<file path="src/hdl/tic_pkg.sv">
// Shared types, constants and helpers for the turn indicator controller.
`default_nettype none

package tic_pkg;

  localparam int unsigned CountWidth = 8;
  localparam int unsigned FlashWidth = 4;
  localparam int unsigned CfgIndexWidth = 3;
  localparam int unsigned CfgDataWidth = 8;

  typedef logic [CountWidth-1:0] count_t;
  typedef logic [FlashWidth-1:0] flash_t;

  typedef enum logic [3:0] {
    MODE_OFF    = 4'b0001,
    MODE_LANE   = 4'b0010,
    MODE_NORMAL = 4'b0100,
    MODE_HAZARD = 4'b1000
  } mode_t;

  localparam logic [1:0] MODE_CODE_OFF    = 2'd0;
  localparam logic [1:0] MODE_CODE_LANE   = 2'd1;
  localparam logic [1:0] MODE_CODE_NORMAL = 2'd2;
  localparam logic [1:0] MODE_CODE_HAZARD = 2'd3;

  localparam logic [1:0] SIDE_NONE  = 2'd0;
  localparam logic [1:0] SIDE_LEFT  = 2'd1;
  localparam logic [1:0] SIDE_RIGHT = 2'd2;

  localparam logic [1:0] LAMP_NONE = 2'b00;
  localparam logic [1:0] LAMP_LOW  = 2'b01;
  localparam logic [1:0] LAMP_HIGH = 2'b10;
  localparam logic [1:0] LAMP_BOTH = 2'b11;

  localparam logic [CfgIndexWidth-1:0] CFG_HAZARD_HOLD  = 3'd0;
  localparam logic [CfgIndexWidth-1:0] CFG_TURN_HOLD    = 3'd1;
  localparam logic [CfgIndexWidth-1:0] CFG_RELEASE      = 3'd2;
  localparam logic [CfgIndexWidth-1:0] CFG_TURN_ON      = 3'd3;
  localparam logic [CfgIndexWidth-1:0] CFG_FLASH_PERIOD = 3'd4;
  localparam logic [CfgIndexWidth-1:0] CFG_HAZARD_ON    = 3'd5;
  localparam logic [CfgIndexWidth-1:0] CFG_LANE_FLASHES = 3'd6;

  typedef struct packed {
    count_t hazard_hold_ticks;
    count_t turn_hold_ticks;
    count_t release_ticks;
    count_t turn_on_ticks;
    count_t flash_period_ticks;
    count_t hazard_on_ticks;
    flash_t lane_flash_count;
  } cfg_t;

  localparam cfg_t CFG_RESET = '{
    hazard_hold_ticks:  8'd20,
    turn_hold_ticks:    8'd50,
    release_ticks:      8'd10,
    turn_on_ticks:      8'd30,
    flash_period_ticks: 8'd100,
    hazard_on_ticks:    8'd50,
    lane_flash_count:   4'd3
  };

  typedef struct packed {
    mode_t      mode;
    logic [1:0] saved_side;
    logic [1:0] lamp_bits;
    count_t     normal_hazard_count;
    count_t     normal_phase_count;
    count_t     normal_release_count;
    count_t     lane_hazard_count;
    count_t     lane_left_count;
    count_t     lane_right_count;
    flash_t     lane_flashes_done;
    count_t     lane_phase_count;
    count_t     hazard_exit_count;
    count_t     hazard_phase_count;
    count_t     off_hazard_count;
    count_t     off_left_count;
    count_t     off_right_count;
  } state_t;

  localparam state_t STATE_RESET = '{
    mode:                 MODE_NORMAL,
    saved_side:           SIDE_NONE,
    lamp_bits:            LAMP_NONE,
    normal_hazard_count:  '0,
    normal_phase_count:   '0,
    normal_release_count: '0,
    lane_hazard_count:    '0,
    lane_left_count:      '0,
    lane_right_count:     '0,
    lane_flashes_done:    '0,
    lane_phase_count:     '0,
    hazard_exit_count:    '0,
    hazard_phase_count:   '0,
    off_hazard_count:     '0,
    off_left_count:       '0,
    off_right_count:      '0
  };

  function automatic count_t sat_inc(input count_t v);
    return (v == '1) ? v : v + count_t'(1);
  endfunction

  function automatic logic hold_fire(input count_t cnt, input logic hz, input count_t hold);
    return !hz && (cnt >= hold);
  endfunction

  function automatic count_t hold_count(input count_t cnt, input logic hz);
    return hz ? sat_inc(cnt) : '0;
  endfunction

endpackage

`default_nettype wire

</file>
<file path="src/hdl/turn_indicator_controller_top.sv">
// Top level of the turn indicator controller: beat registers, state and configuration.
//
//   channel  direction  handshake            payload
//   in       to block   in_valid / in_ready  left_pressed, right_pressed, hazard_pressed
//   out      from block out_valid / out_ready lamp_low, lamp_high, mode_now
//   cfg      to block   cfg_write            cfg_index, cfg_data
//
// One tick beat a cycle while the result is not stalled. An accepted beat is held in
// the input register, which feeds the tick logic; the tick logic updates the state as the
// result register loads. Reset restores the default configuration and the
// normal mode. A stalled result holds; the input register takes one more beat.
`default_nettype none

module turn_indicator_controller_top (
  input  logic                               clk,
  input  logic                               rst,
  input  logic                               in_valid,
  output logic                               in_ready,
  input  logic                               left_pressed,
  input  logic                               right_pressed,
  input  logic                               hazard_pressed,
  output logic                               out_valid,
  input  logic                               out_ready,
  output logic                               lamp_low,
  output logic                               lamp_high,
  output logic [1:0]                         mode_now,
  input  logic                               cfg_write,
  input  logic [tic_pkg::CfgIndexWidth-1:0]  cfg_index,
  input  logic [tic_pkg::CfgDataWidth-1:0]   cfg_data
);
  import tic_pkg::*;

  cfg_t       cfg;
  state_t     state;
  state_t     state_next;
  logic [1:0] mode_code;

  logic in_full;
  logic left_q;
  logic right_q;
  logic hazard_q;
  logic advance;

  assign advance  = in_full && (!out_valid || out_ready);
  assign in_ready = !in_full || advance;

  always_ff @(posedge clk) begin
    if (rst) begin
      cfg <= CFG_RESET;
    end else if (cfg_write) begin
      case (cfg_index)
        CFG_HAZARD_HOLD:  cfg.hazard_hold_ticks  <= cfg_data;
        CFG_TURN_HOLD:    cfg.turn_hold_ticks    <= cfg_data;
        CFG_RELEASE:      cfg.release_ticks      <= cfg_data;
        CFG_TURN_ON:      cfg.turn_on_ticks      <= cfg_data;
        CFG_FLASH_PERIOD: cfg.flash_period_ticks <= cfg_data;
        CFG_HAZARD_ON:    cfg.hazard_on_ticks    <= cfg_data;
        CFG_LANE_FLASHES: cfg.lane_flash_count   <= cfg_data[FlashWidth-1:0];
        default:          cfg                    <= cfg;
      endcase
    end
  end

  always_ff @(posedge clk) begin
    if (rst) begin
      in_full <= 1'b0;
    end else if (in_valid && in_ready) begin
      in_full <= 1'b1;
    end else if (advance) begin
      in_full <= 1'b0;
    end
  end

  always_ff @(posedge clk) begin
    if (in_valid && in_ready) begin
      left_q   <= left_pressed;
      right_q  <= right_pressed;
      hazard_q <= hazard_pressed;
    end
  end

  tic_step u_step (
    .state_cur      (state),
    .cfg            (cfg),
    .left_pressed   (left_q),
    .right_pressed  (right_q),
    .hazard_pressed (hazard_q),
    .state_next     (state_next),
    .mode_code      (mode_code)
  );

  always_ff @(posedge clk) begin
    if (rst) begin
      state <= STATE_RESET;
    end else if (advance) begin
      state <= state_next;
    end
  end

  always_ff @(posedge clk) begin
    if (rst) begin
      out_valid <= 1'b0;
    end else if (advance) begin
      out_valid <= 1'b1;
    end else if (out_ready) begin
      out_valid <= 1'b0;
    end
  end

  always_ff @(posedge clk) begin
    if (advance) begin
      lamp_low  <= state_next.lamp_bits[0];
      lamp_high <= state_next.lamp_bits[1];
      mode_now  <= mode_code;
    end
  end

endmodule

`default_nettype wire

</file>
<file path="src/hdl/tic_step.sv">
// Next-state logic for one tick of the turn indicator controller.
`default_nettype none

module tic_step (
  input  tic_pkg::state_t state_cur,
  input  tic_pkg::cfg_t   cfg,
  input  logic            left_pressed,
  input  logic            right_pressed,
  input  logic            hazard_pressed,
  output tic_pkg::state_t state_next,
  output logic [1:0]      mode_code
);
  import tic_pkg::*;

  state_t s;
  logic   fire;
  logic   l;
  logic   r;
  logic   hz;

  assign l  = left_pressed;
  assign r  = right_pressed;
  assign hz = hazard_pressed;

  always_comb begin
    s    = state_cur;
    fire = 1'b0;
    case (state_cur.mode)
      MODE_NORMAL: begin
        fire = hold_fire(s.normal_hazard_count, hz, cfg.hazard_hold_ticks);
        s.normal_hazard_count = hold_count(s.normal_hazard_count, hz);
        if (fire) begin
          s.normal_phase_count   = '0;
          s.normal_release_count = '0;
          s.mode                 = MODE_HAZARD;
        end
        if (!l && !r) begin
          s.normal_release_count = sat_inc(s.normal_release_count);
          if (s.normal_release_count >= cfg.release_ticks) begin
            s.normal_release_count = '0;
            s.normal_phase_count   = '0;
            s.mode                 = MODE_OFF;
          end
        end else begin
          s.normal_phase_count = sat_inc(s.normal_phase_count);
          if (s.normal_phase_count < cfg.turn_on_ticks) begin
            s.lamp_bits = (s.saved_side == SIDE_LEFT) ? LAMP_HIGH : LAMP_LOW;
          end else if (s.normal_phase_count < cfg.flash_period_ticks) begin
            s.lamp_bits = LAMP_NONE;
          end else begin
            s.normal_phase_count = '0;
          end
        end
      end
      MODE_LANE: begin
        fire = hold_fire(s.lane_hazard_count, hz, cfg.hazard_hold_ticks);
        s.lane_hazard_count = hold_count(s.lane_hazard_count, hz);
        if (fire) begin
          s.lane_left_count   = '0;
          s.lane_right_count  = '0;
          s.lane_flashes_done = '0;
          s.lane_phase_count  = '0;
          s.mode              = MODE_HAZARD;
        end
        if (l != r) begin
          s.lane_hazard_count = '0;
          if (l) begin
            s.lane_left_count = sat_inc(s.lane_left_count);
          end else begin
            s.lane_right_count = sat_inc(s.lane_right_count);
          end
          if (s.lane_left_count == cfg.turn_hold_ticks ||
              s.lane_right_count == cfg.turn_hold_ticks) begin
            s.saved_side = (s.lane_right_count < s.lane_left_count) ? SIDE_LEFT : SIDE_RIGHT;
            s.lane_left_count  = '0;
            s.lane_right_count = '0;
            s.mode             = MODE_NORMAL;
          end
        end else if (!l && !r) begin
          s.lane_left_count  = '0;
          s.lane_right_count = '0;
        end
        if (s.lane_flashes_done < cfg.lane_flash_count) begin
          s.lane_phase_count = sat_inc(s.lane_phase_count);
          if (s.lane_phase_count < cfg.turn_on_ticks) begin
            s.lamp_bits = (s.saved_side == SIDE_LEFT) ? LAMP_LOW : LAMP_HIGH;
          end else if (s.lane_phase_count < cfg.flash_period_ticks) begin
            s.lamp_bits = LAMP_NONE;
          end else begin
            s.lane_phase_count  = '0;
            s.lane_flashes_done = s.lane_flashes_done + flash_t'(1);
          end
        end else begin
          s.lane_flashes_done = '0;
          s.lane_phase_count  = '0;
          s.mode              = MODE_OFF;
        end
      end
      MODE_HAZARD: begin
        fire = hold_fire(s.hazard_exit_count, hz, cfg.hazard_hold_ticks);
        s.hazard_exit_count = hold_count(s.hazard_exit_count, hz);
        if (fire) begin
          s.mode = MODE_OFF;
        end
        s.hazard_phase_count = sat_inc(s.hazard_phase_count);
        if (s.hazard_phase_count < cfg.hazard_on_ticks) begin
          s.lamp_bits = LAMP_BOTH;
        end else if (s.hazard_phase_count < cfg.flash_period_ticks) begin
          s.lamp_bits = LAMP_NONE;
        end else begin
          s.hazard_phase_count = '0;
        end
      end
      default: begin
        s.lamp_bits = LAMP_NONE;
        fire = hold_fire(s.off_hazard_count, hz, cfg.hazard_hold_ticks);
        s.off_hazard_count = hold_count(s.off_hazard_count, hz);
        if (fire) begin
          s.mode = MODE_HAZARD;
        end
        if (l != r) begin
          if (l) begin
            s.off_left_count = sat_inc(s.off_left_count);
          end else begin
            s.off_right_count = sat_inc(s.off_right_count);
          end
          if (s.off_left_count == cfg.turn_hold_ticks ||
              s.off_right_count == cfg.turn_hold_ticks) begin
            s.saved_side = (s.off_right_count < s.off_left_count) ? SIDE_LEFT : SIDE_RIGHT;
            s.off_left_count  = '0;
            s.off_right_count = '0;
            s.mode            = MODE_NORMAL;
          end
        end else if (!l && !r) begin
          if ((s.off_left_count != '0 && s.off_left_count < cfg.turn_hold_ticks) ||
              (s.off_right_count != '0 && s.off_right_count < cfg.turn_hold_ticks)) begin
            s.saved_side = (s.off_right_count < s.off_left_count) ? SIDE_LEFT : SIDE_RIGHT;
            s.mode       = MODE_LANE;
          end
          s.off_left_count  = '0;
          s.off_right_count = '0;
        end
      end
    endcase
    state_next = s;
  end

  always_comb begin
    case (s.mode)
      MODE_LANE:   mode_code = MODE_CODE_LANE;
      MODE_NORMAL: mode_code = MODE_CODE_NORMAL;
      MODE_HAZARD: mode_code = MODE_CODE_HAZARD;
      default:     mode_code = MODE_CODE_OFF;
    endcase
  end

endmodule

`default_nettype wire
</file>
<file path="config.mk">
export PLATFORM = sky130hd
export DESIGN_NAME = turn_indicator_controller_top
export DESIGN_NICKNAME = d
export VERILOG_FILES = /design/src/hdl/tic_pkg.sv /design/src/hdl/turn_indicator_controller_top.sv /design/src/hdl/tic_step.sv
export SDC_FILE = /design/constraint.sdc
export NUM_CORES = 1
export LEC_CHECK = 0
export ABC_AREA = 1
export CAP_MARGIN = 15
export CORE_ASPECT_RATIO = 2
export CORE_UTILIZATION = 65
export CTS_CLUSTER_DIAMETER = 200
export DETAILED_ROUTE_END_ITERATION = 7
export DONT_BUFFER_PORTS = 1
export GPL_ROUTABILITY_DRIVEN = 0
export GPL_TIMING_DRIVEN = 0
export PLACE_DENSITY = 0.81
export SLEW_MARGIN = 5
export SYNTH_ARGS = -nofsm -noshare
export SYNTH_HDL_FRONTEND = slang
export SYNTH_SLANG_ARGS = --single-unit
</file>
<file path="constraint.sdc">
create_clock -name clk -period 8 [get_ports clk]
set_input_delay 0.4 -clock clk [delete_from_list [all_inputs] [get_ports clk]]
set_output_delay 0.4 -clock clk [all_outputs]
set_load 0.01 [all_outputs]
</file>
==> impl_metrics.csv <==
group,metric,value,unit
yosys,ys_seq_elements,169,
placement,dp_hpwl,27800,um
clock_network,tritoncts,"yes",
setup_path,cp_common_cell,"nand2_1",
timing,tns,0,ns
placement,port_buffers,0,
yosys,async_flop_share,0,%
drt,routedWlPerCell,17.9,um
placement,dp_cells,2023,
timing,rsz0062_at_grt,"false",
power,p_sw_share,31.9,%
drt,wirelength,36900,um
power,pwr-share-clk,42.8,%
global_routing,antenna_found_initial,1,
clock_network,cts.sinks,169,
drt,via_count,12500,
yosys,synth_top_flop_cell,"dfxtp_1",
yosys,syn_nets,1963,
die,num_io_pins,25,
drt,vias_per_cell,6.07,
clock_network,clk_latency,0.45,ns
setup_path,criticalPathCategory,"register to register",
cells_and_area,largest_reg_flops,108,
yosys,netlist.area_leader.share,26.5,%
power,leakage,6.04,nW
timing,setup_viol,0,
setup_path,worstPathArrival,6.00,ns
yosys,synth_edf_count,7,
clock_network,ctsRootBufferMaster,"clkbuf_16",
cells_and_area,layout-drive-gt1-share,4.84,%
setup_path,reg2regPathDepth,31,
yosys,syn-instance-count,1807,
timing,slew_viol_final,0,
setup_path,crit_path_start_kind,"register",
power,power.internal,0.00138,W
setup_path,critPathCaptureType,"register",
setup_path,cpMaxStageDelayCell,"buf_1",
setup_path,worstReg2RegStart,"cfg[47]",
yosys,ys_warn_count,0,
die,coreArea,18300,sq um
cells_and_area,largestRegisters,"state (108), cfg (52), mode_now (2)",
die,die_h,196,um
yosys,avgSynthCellArea,6.76,sq um
global_routing,gr-total-overflow,0,
yosys,synth_cell_types,51,
global_routing,grt_start_max_net_pins,21,
power,vdd_drop_max,168,uV
die,start_util,66.8,%
power,pwr-share-seq,43.9,%
timing,slew_headroom,36.9,%
clock_network,cts_hold_buf,0,
global_routing,grt_pass1_wl,58500,um
power,pwr-share-comb,13.3,%
cells_and_area,fin_cells,2056,
job,maxCapViolCount,0,
clock_network,cts_setup_buffers,0,
power,powerDensity,155,nW/um^2
cells_and_area,final_nets,1982,
setup_path,max_stage_delay,0.60,ns
clock_network,numCtsBuffers,17,
timing,worstMarginPinSlew,0.938,ns
hold_path,hold_end,"hazard_q",
yosys,syn_area,12200,sq um
drt,dr.pass1.iters,6,
outcome,outcome,"finished, final reports clean",
global_routing,track_usage,38.9,%
yosys,ys_seq_area_share,28.3,%
cells_and_area,regMostFlops,"state",
setup_path,worstPathRequired,8.19,ns
cells_and_area,mostFrequentLayoutCell,"nand2_1",
clock_network,cts_max_path_buffers,2,
hold_path,hp-start,"hazard_pressed",
timing,final-hold-violation-count,0,
clock_network,cts.clk_slew.worst_paths,0.09,ns
drt,drt.antenna.violating_nets,0,
timing,fin_crit,5.81,ns
setup_path,crit_start,"cfg[47]",
die,num_rows,70,
drt,drt_iter0_drc,905,
clock_network,cts.repair.resized,0,
clock_network,cts_max_level,4,
global_routing,grt_pass1_vias,12200,
setup_path,rr_endpoint,"lamp_low",
cells_and_area,nFillCells,1578,
hold_path,min_path_cells,0,
power,power_switching,0.000648,W
die,die_w,99.0,um
hold_path,hold_path.class,"input pin to register",
die,die_area,19400,sq um
yosys,synth_area_leaders,"dfxtp_1, ha_1, nand2_1",
setup_path,cp_max_fo,10,
cells_and_area,layout_common_cells,"nand2_1, inv_1, dfxtp_1",
setup_path,ff2ff_setup_slack,2.19,ns
timing,fin_skew,0.0159,ns
yosys,synth.largest_area_cell,"dfxtp_1",
cells_and_area,area_growth,7.24,%
timing,fmax,0.172,GHz
drt,drc_errors,0,
timing,fin_crit_sh,72.6,%
-- cell type report --
class,count,area [sq um],share of cell area (%)
antenna,1,2.50,0.0191
buffer,42,179,1.37
clock buffer,17,425,3.25
clock inverter,15,186,1.42
inverter,254,953,7.28
multi-input combinational,1342,7630,58.3
sequential,169,3450,26.4
tap,216,270,2.06
-- critical path, delay by kind of cell, from the launching register on --
kind	cells	cell delay, ns
AOI/OAI and AO/OA	4	0.76
xor gates and xnor gates	1	0.26
adders and majority gates	3	0.78
DFF	1	0.31
buffers and inverters	6	1.52
and+or+nand+nor	17	1.91
-- power groups by stage --
| stage | clock network, W | logic [W] | registers, W |
|---|---|---|---|
| floorplan | 0 | 0.000190 | 0.000903 |
| global placement | 0 | 0.000253 | 0.000909 |
| detailed placement | 0 | 0.000261 | 0.000910 |
| CTS | 0.000869 | 0.000264 | 0.000890 |
| global route | 0.000903 | 0.000300 | 0.000894 |
| finish | 0.000869 | 0.000269 | 0.000891 |
-- cell usage after synthesis, types with 2 or more instances --
master     number
nand3_2         4
ha_1          137
edfxtp_1        7
a31oi_1        33
xnor2_1         9
a211oi_1       15
nor2_1        125
nand2_2        12
nand3_1       108
a311oi_1        4
and3_1          2
a21boi_0        5
clkbuf_1       33
nor2_2         10
inv_1         243
o22ai_1         9
o211ai_1       33
o21a_1          7
nor3b_1         4
xor2_2          2
clkinv_1        5
o21ai_1         6
buf_2           5
o21ai_0       103
nor4_1          6
nor2_4          2
inv_2           6
buf_4           2
nand2_1       453
o2111ai_1       3
o21bai_1        2
a21oi_1       143
nand2_4         4
nor3_1         27
dfxtp_1       162
xor2_1         31
nand4_1        29
a21oi_2         3
-- logic make-up after synthesis --
kind of cell    after synthesis  share of synthesized area (%)
simple gates                791                           27.8
compound gates              370                           17.3
buf+inv                     296                           9.27
flops                       169                           28.3
fa+ha+maj                   137                           14.0
xor+xnor                     42                           3.13
mux                           2                          0.174
-- stage by stage --
stage | util, % | area, sq um | total power, W | hold WS (ns) | worst slack (ns)
6_report | 71.6 | 13100 | 0.00203 | 0.0380 | 2.19
5_1_grt | 71.6 | 13100 | 0.00210 | 0.0302 | 1.91
3_5_place_dp | 68.2 | 12500 | 0.00117 | 0.453 | 2.45
2_1_floorplan | - | 12200 | 0.00109 | 0.423 | 3.67
4_1_cts | 71.6 | 13100 | 0.00202 | 0.0340 | 2.32
3_3_place_gp | 68.2 | 12500 | 0.00116 | 0.451 | 2.48
-- worst max path at each step --
| stage | endpoint | slack (ns) | cells past startpoint |
|---|---|---|---|
| 2_1_floorplan | lamp_high | 3.67 | 32 |
| 3_3_place_gp | lamp_low | 2.48 | 30 |
| 3_5_place_dp | lamp_low | 2.45 | 30 |
| 4_1_cts | lamp_low | 2.32 | 31 |
| 5_1_grt | lamp_low | 1.91 | 32 |
| 6_report | lamp_low | 2.19 | 31 |
-- routing by layer --
| layer | global-route usage (%) | vias up | wire length, um |
|---|---|---|---|
| li1 | - | 6087 | - |
| met3 | 6.48 | 190 | 2120 |
| met1 | 36.8 | 5719 | 12600 |
| met4 | 33.2 | 0 | 3220 |
| met5 | 0 | - | 0 |
| met2 | 71.5 | 483 | 18900 |
Power figures use the tool's default switching activity.
